### config.mk
export PLATFORM = sky130hd
export DESIGN_NAME = pfa_div
export DESIGN_NICKNAME = d
export VERILOG_FILES = /design/src/pfa_pkg.sv /design/src/pfa_div.sv
export SDC_FILE = /design/constraint.sdc
export NUM_CORES = 1
export LEC_CHECK = 0
export CAP_MARGIN = 20
export CORE_MARGIN = 2
export CORE_UTILIZATION = 40
export CTS_CLUSTER_SIZE = 14
export DETAILED_ROUTE_END_ITERATION = 8
export DONT_BUFFER_PORTS = 1
export PLACE_DENSITY_LB_ADDON = 0.05
export SYNTH_ARGS = -nofsm -noshare
export SYNTH_HDL_FRONTEND = slang
export SYNTH_SLANG_ARGS = --single-unit
### constraint.sdc
create_clock -name clock -period 4.3 [get_ports clock]
set_input_delay 0.215 -clock clock [delete_from_list [all_inputs] [get_ports clock]]
set_output_delay 0.215 -clock clock [all_outputs]
set_load 0.05 [all_outputs]
### src/pfa_pkg.sv
// ----------------------------------------------------------------------------
// pfa_pkg
// Shared types and constants for the attractor force accumulator.
// ----------------------------------------------------------------------------
package pfa_pkg;

   localparam int unsigned MAX_ATTRACTORS_DEF = 1024;

   // Softening term 1e-5 and direction threshold 1e-4, both in 2^-32 units
   localparam logic [36:0] EPS_Q32       = 37'd42950;
   localparam logic [35:0] SYM_LIMIT_Q32 = 36'd429497;

   localparam int unsigned NUM_W = 52;   // |d| * mass * 2^16
   localparam int unsigned DEN_W = 37;   // r2 + eps

   typedef enum logic [1:0] {
      KIND_ADD   = 2'd0,
      KIND_CLEAR = 2'd1,
      KIND_EVAL  = 2'd2,
      KIND_NONE  = 2'd3
   } kind_type;

   typedef struct packed {
      logic signed [17:0] pos_x;
      logic signed [17:0] pos_y;
      logic signed [17:0] dir_x;
      logic signed [17:0] dir_y;
      logic        [17:0] mass;
   } attractor_type;

   typedef struct packed {
      logic                      start;
      logic [NUM_W-1:0]          num_x;
      logic [NUM_W-1:0]          num_y;
      logic [DEN_W-1:0]          den;
   } div_req_type;

   typedef struct packed {
      logic             done;
      logic [NUM_W-1:0] quot_x;
      logic [NUM_W-1:0] quot_y;
   } div_rsp_type;

endpackage

### src/pfa_div.sv
// ----------------------------------------------------------------------------
// pfa_div
// Two-lane restoring divider, one quotient bit per lane per cycle,
// both lanes sharing one denominator.
// ----------------------------------------------------------------------------
module pfa_div (
   input  logic                 clock,
   input  logic                 reset,
   input  pfa_pkg::div_req_type req,
   output pfa_pkg::div_rsp_type rsp
);

   localparam int unsigned NW = pfa_pkg::NUM_W;
   localparam int unsigned DW = pfa_pkg::DEN_W;
   localparam int unsigned CW = $clog2(NW);

   logic          busy_ff, busy_in;
   logic          done_ff, done_in;
   logic [CW-1:0] cnt_ff, cnt_in;
   logic [NW-1:0] qx_ff, qx_in, qy_ff, qy_in;
   logic [DW-1:0] rx_ff, rx_in, ry_ff, ry_in;
   logic [DW-1:0] den_ff, den_in;
   logic [DW:0]   rx_sh, ry_sh, rx_diff, ry_diff;

   always_comb begin
      rx_sh   = {rx_ff, qx_ff[NW-1]};
      ry_sh   = {ry_ff, qy_ff[NW-1]};
      rx_diff = rx_sh - {1'b0, den_ff};
      ry_diff = ry_sh - {1'b0, den_ff};
      busy_in = busy_ff;
      done_in = 1'b0;
      cnt_in  = cnt_ff;
      qx_in   = qx_ff;
      qy_in   = qy_ff;
      rx_in   = rx_ff;
      ry_in   = ry_ff;
      den_in  = den_ff;
      if (req.start) begin
         busy_in = 1'b1;
         cnt_in  = '0;
         qx_in   = req.num_x;
         qy_in   = req.num_y;
         rx_in   = '0;
         ry_in   = '0;
         den_in  = req.den;
      end else if (busy_ff) begin
         // shift numerator bit into remainder, quotient bit in at the bottom
         if (!rx_diff[DW]) begin
            rx_in = rx_diff[DW-1:0];
            qx_in = {qx_ff[NW-2:0], 1'b1};
         end else begin
            rx_in = rx_sh[DW-1:0];
            qx_in = {qx_ff[NW-2:0], 1'b0};
         end
         if (!ry_diff[DW]) begin
            ry_in = ry_diff[DW-1:0];
            qy_in = {qy_ff[NW-2:0], 1'b1};
         end else begin
            ry_in = ry_sh[DW-1:0];
            qy_in = {qy_ff[NW-2:0], 1'b0};
         end
         cnt_in = cnt_ff + 1'b1;
         if (cnt_ff == CW'(NW - 1)) begin
            busy_in = 1'b0;
            done_in = 1'b1;
         end
      end
   end

   always_ff @(posedge clock) begin
      if (reset) begin
         busy_ff <= 1'b0;
         done_ff <= 1'b0;
         cnt_ff  <= '0;
      end else begin
         busy_ff <= busy_in;
         done_ff <= done_in;
         cnt_ff  <= cnt_in;
      end
   end

   always_ff @(posedge clock) begin
      qx_ff  <= qx_in;
      qy_ff  <= qy_in;
      rx_ff  <= rx_in;
      ry_ff  <= ry_in;
      den_ff <= den_in;
   end

   assign rsp.done   = done_ff;
   assign rsp.quot_x = qx_ff;
   assign rsp.quot_y = qy_ff;

endmodule
==> flow_summary.ini <==
[final_layout]
final_cell_mix = dlygate4sd3_1 (152), edfxtp_1 (141), nand2_1 (116)
fillers = 3030
final_common_cell = dlygate4sd3_1
syn2layout_area_growth_pct = 21.6
nets = 1616
antenna_cells = 0
drive_above_1_share_pct = 12.7

[yosys]
netlist_instances = 1263
synth_area_leader_cell = edfxtp_1
synth.yosys.seq_area_share_pct = 44.9
synthTopCellsByArea = edfxtp_1 (32%), dfxtp_1 (13%), mux2_2 (8.9%)
synthArstFlopShare_pct = 0
ys.flop_type = edfxtp_1
synth_edf_count = 141
ys_types = 75
yosys_warnings = 0
synth_nets = 1484
synth_top_area_share_pct = 32.3
ys_ff_latch = 223
synth_area_um2 = 13100
avgSynthCellArea_um2 = 10.4

[critical_path]
reg2reg_depth = 14
cp_data_arrival_time_ns = 4.54
crit_type = flip-flop to flip-flop
reg2reg_slack_ns = 0.24
cp-start-kind = flip-flop
crit_end = rx_ff[24]$_SDFFE_PP0P_
cp-end-kind = flip-flop
startpoint = qx_ff[51]$_DFFE_PP_
required_ns = 4.79
r2r-start = qx_ff[51]$_DFFE_PP_
crit_path_max_fanout = 3
r2r_end = rx_ff[24]$_SDFFE_PP0P_

[sta]
relSlewSlack_pct = 32.2
worst_pin_slew_ns = 1.02
slew_violations = 0
finalHoldViolCount = 0
fin_tns_setup_ns = 0
setup_viol = 0
layout_min_cycle_time_ns = 4.06
worst_slack_ns = 0.241
rsz0062_at_grt = false
finClkSkew_ns = 0.00765
post-route-period-util_pct = 94.4
timing.hold.ws_ns = 0.132
fmax_mhz = 246

[floorplan]
fp.coreArea_um2 = 32400
num_io_pins = 249
die_w_um = 185
dieArea_um2 = 34200
start_util_pct = 40.5
rows = 66
fp.dieH_um = 185

[cts]
root_buffer = clkbuf_16
path_clk_slew_ns = 0.06
cts_tree = done
clk_latency_ns = 0.54
clock_sinks = 223
cts_buffer_depth = 3
htree_levels = 1
cts_buffers = 27

[detailed_routing]
drt-vias-per-instance = 5.40
antenna_left = 0
drc = 0
wl_per_cell_um = 19.4
wl_mm = 36.0
first_pass_iters = 4
vias = 10000
dr.first_iter.drc_count = 493

[power]
ir_worst_vdd_uv = 292
power_density_nw_per_um2 = 429
p_leak_nw = 6.30

[grt]
globalRouteOverflowTotal = 0
antenna_found_initial = 0
grt_usage_pct = 20.9
grt_max_degree = 189
grt_pass1_vias = 10300
grt_pass1_wl_mm = 56.6

[placement]
port-buffer-count = 0
place_ws_ns = 0.530
hpwlAfterDp_mm = 24.2
gp_congestion = 0.844

[status]
outcome = finished clean

[job]
cap_violations = 0

[worst_hold_path]
min_path_type = input pin to flip-flop
## how the worst min path moves through the flow
stage / start / to / slack [ns] / cells past startpoint
after global placement: reset / busy_ff$_SDFF_PP0_ / 0.28 / 1
after CTS: req[141] / rx_ff[34]$_SDFFE_PP0P_ / 0.09 / 4
after floorplan: reset / busy_ff$_SDFF_PP0_ / 0.29 / 1
after detailed placement: reset / busy_ff$_SDFF_PP0_ / 0.28 / 1
final: req[141] / rx_ff[34]$_SDFFE_PP0P_ / 0.13 / 4
after global routing: req[141] / rx_ff[34]$_SDFFE_PP0P_ / 0.15 / 4
## registers in the layout, summed over array words and instances (netlist names)
| register | cells |
|---|---|
| ry_ff | 37 |
| cnt_ff | 6 |
| rx_ff | 37 |
| qy_ff | 52 |
| busy_ff | 1 |
| qx_ff | 52 |
| done_ff | 1 |
| den_ff | 37 |
## what timing repair did
item                                    CTS  global route
hold buffers                            153             0
gates resized for setup                   0             3
hold endpoints to repair                240             0
endpoints found under the setup margin    0             7
buffers inserted                          0             2
## worst max-delay path, cell delays in order (launching register included)
cell and delay, ns:
edfxtp_1 0.36, inv_1 0.06, ha_1 0.24, fa_1 0.42
nor2b_1 0.28, o31ai_4 0.11, a211oi_1 0.47, or3_1 0.25
a31oi_1 0.16, o221ai_1 0.38, a221o_1 0.24, xor2_1 0.15
mux2i_1 0.09, a211oi_1 0.21, dlygate4sd3_1 0.56
## kinds of logic after synthesis
logic type	after synthesis	synth area share, %
flip-flops	223	44.9
multiplexers	139	11.6
XOR/XNOR	68	4.66
buffers and inverters	127	3.92
AO/OA/AOI/OAI	310	16.4
adder cells (fa/ha/maj)	77	7.47
AND/OR/NAND/NOR	319	11.0
## layout make-up
| class | count | area (µm²) | share of cell area, % |
|---|---|---|---|
| multi-input combinational | 913 | 6760 | 42.4 |
| sequential | 223 | 5880 | 36.9 |
| timing repair buffer | 168 | 1670 | 10.5 |
| clock buffer | 36 | 719 | 4.52 |
| tap | 442 | 553 | 3.47 |
| inverter | 62 | 235 | 1.48 |
| clock inverter | 14 | 103 | 0.644 |
## Yosys cell counts, types with 3 or more instances
cell,number
xor2_1,24
xnor2_1,42
o21ai_1,15
o21bai_1,13
a31oi_1,10
inv_1,61
a21o_1,35
o211ai_1,3
buf_2,4
or3_1,7
nor2_1,96
o31ai_1,5
and3_1,8
nand4_1,22
a221o_1,4
nor4_1,3
nand3b_1,3
a211o_1,4
edfxtp_1,141
o21ai_0,35
ha_1,75
or2_2,3
nor2b_1,12
a221oi_1,3
o31a_1,4
nand3_1,22
nor3_1,15
nand2b_1,4
buf_4,6
o21a_1,15
o311ai_1,5
nand2_1,116
mux2_2,104
clkbuf_1,53
mux2i_1,35
a21oi_1,73
dfxtp_1,82
a311oi_1,23
a211oi_1,31
## where the power goes
part	switching, mW	internal (mW)	total, mW
clock network	0.919	1.23	2.15
logic	0.897	0.731	1.63
registers	0.522	2.52	3.05
total	2.34	4.49	6.83
## routing by layer
metal / track usage (%) / wire [µm] / vias to the layer above
met3: 4.62 / 2310 / 42
met4: 5.30 / 825 / 0
met5: 0 / 0 / -
met1: 27.3 / 15900 / 4747
met2: 35.1 / 16900 / 287
li1: - / - / 4957
## per-stage QoR
| step | util [%] | power (mW) | instance area [µm²] | cells |
|---|---|---|---|---|
| final | 49.2 | 6.83 | 15900 | 1858 |
| after global routing | 49.2 | 7.18 | 15900 | 1858 |
| after CTS | 49.1 | 6.90 | 15900 | 1856 |
| after detailed placement | 41.8 | 4.54 | 13500 | 1653 |
| after global placement | 41.8 | 4.55 | 13500 | 1653 |
| after floorplan | - | 4.21 | 13100 | 1263 |
(Power assumes the default switching activity.)
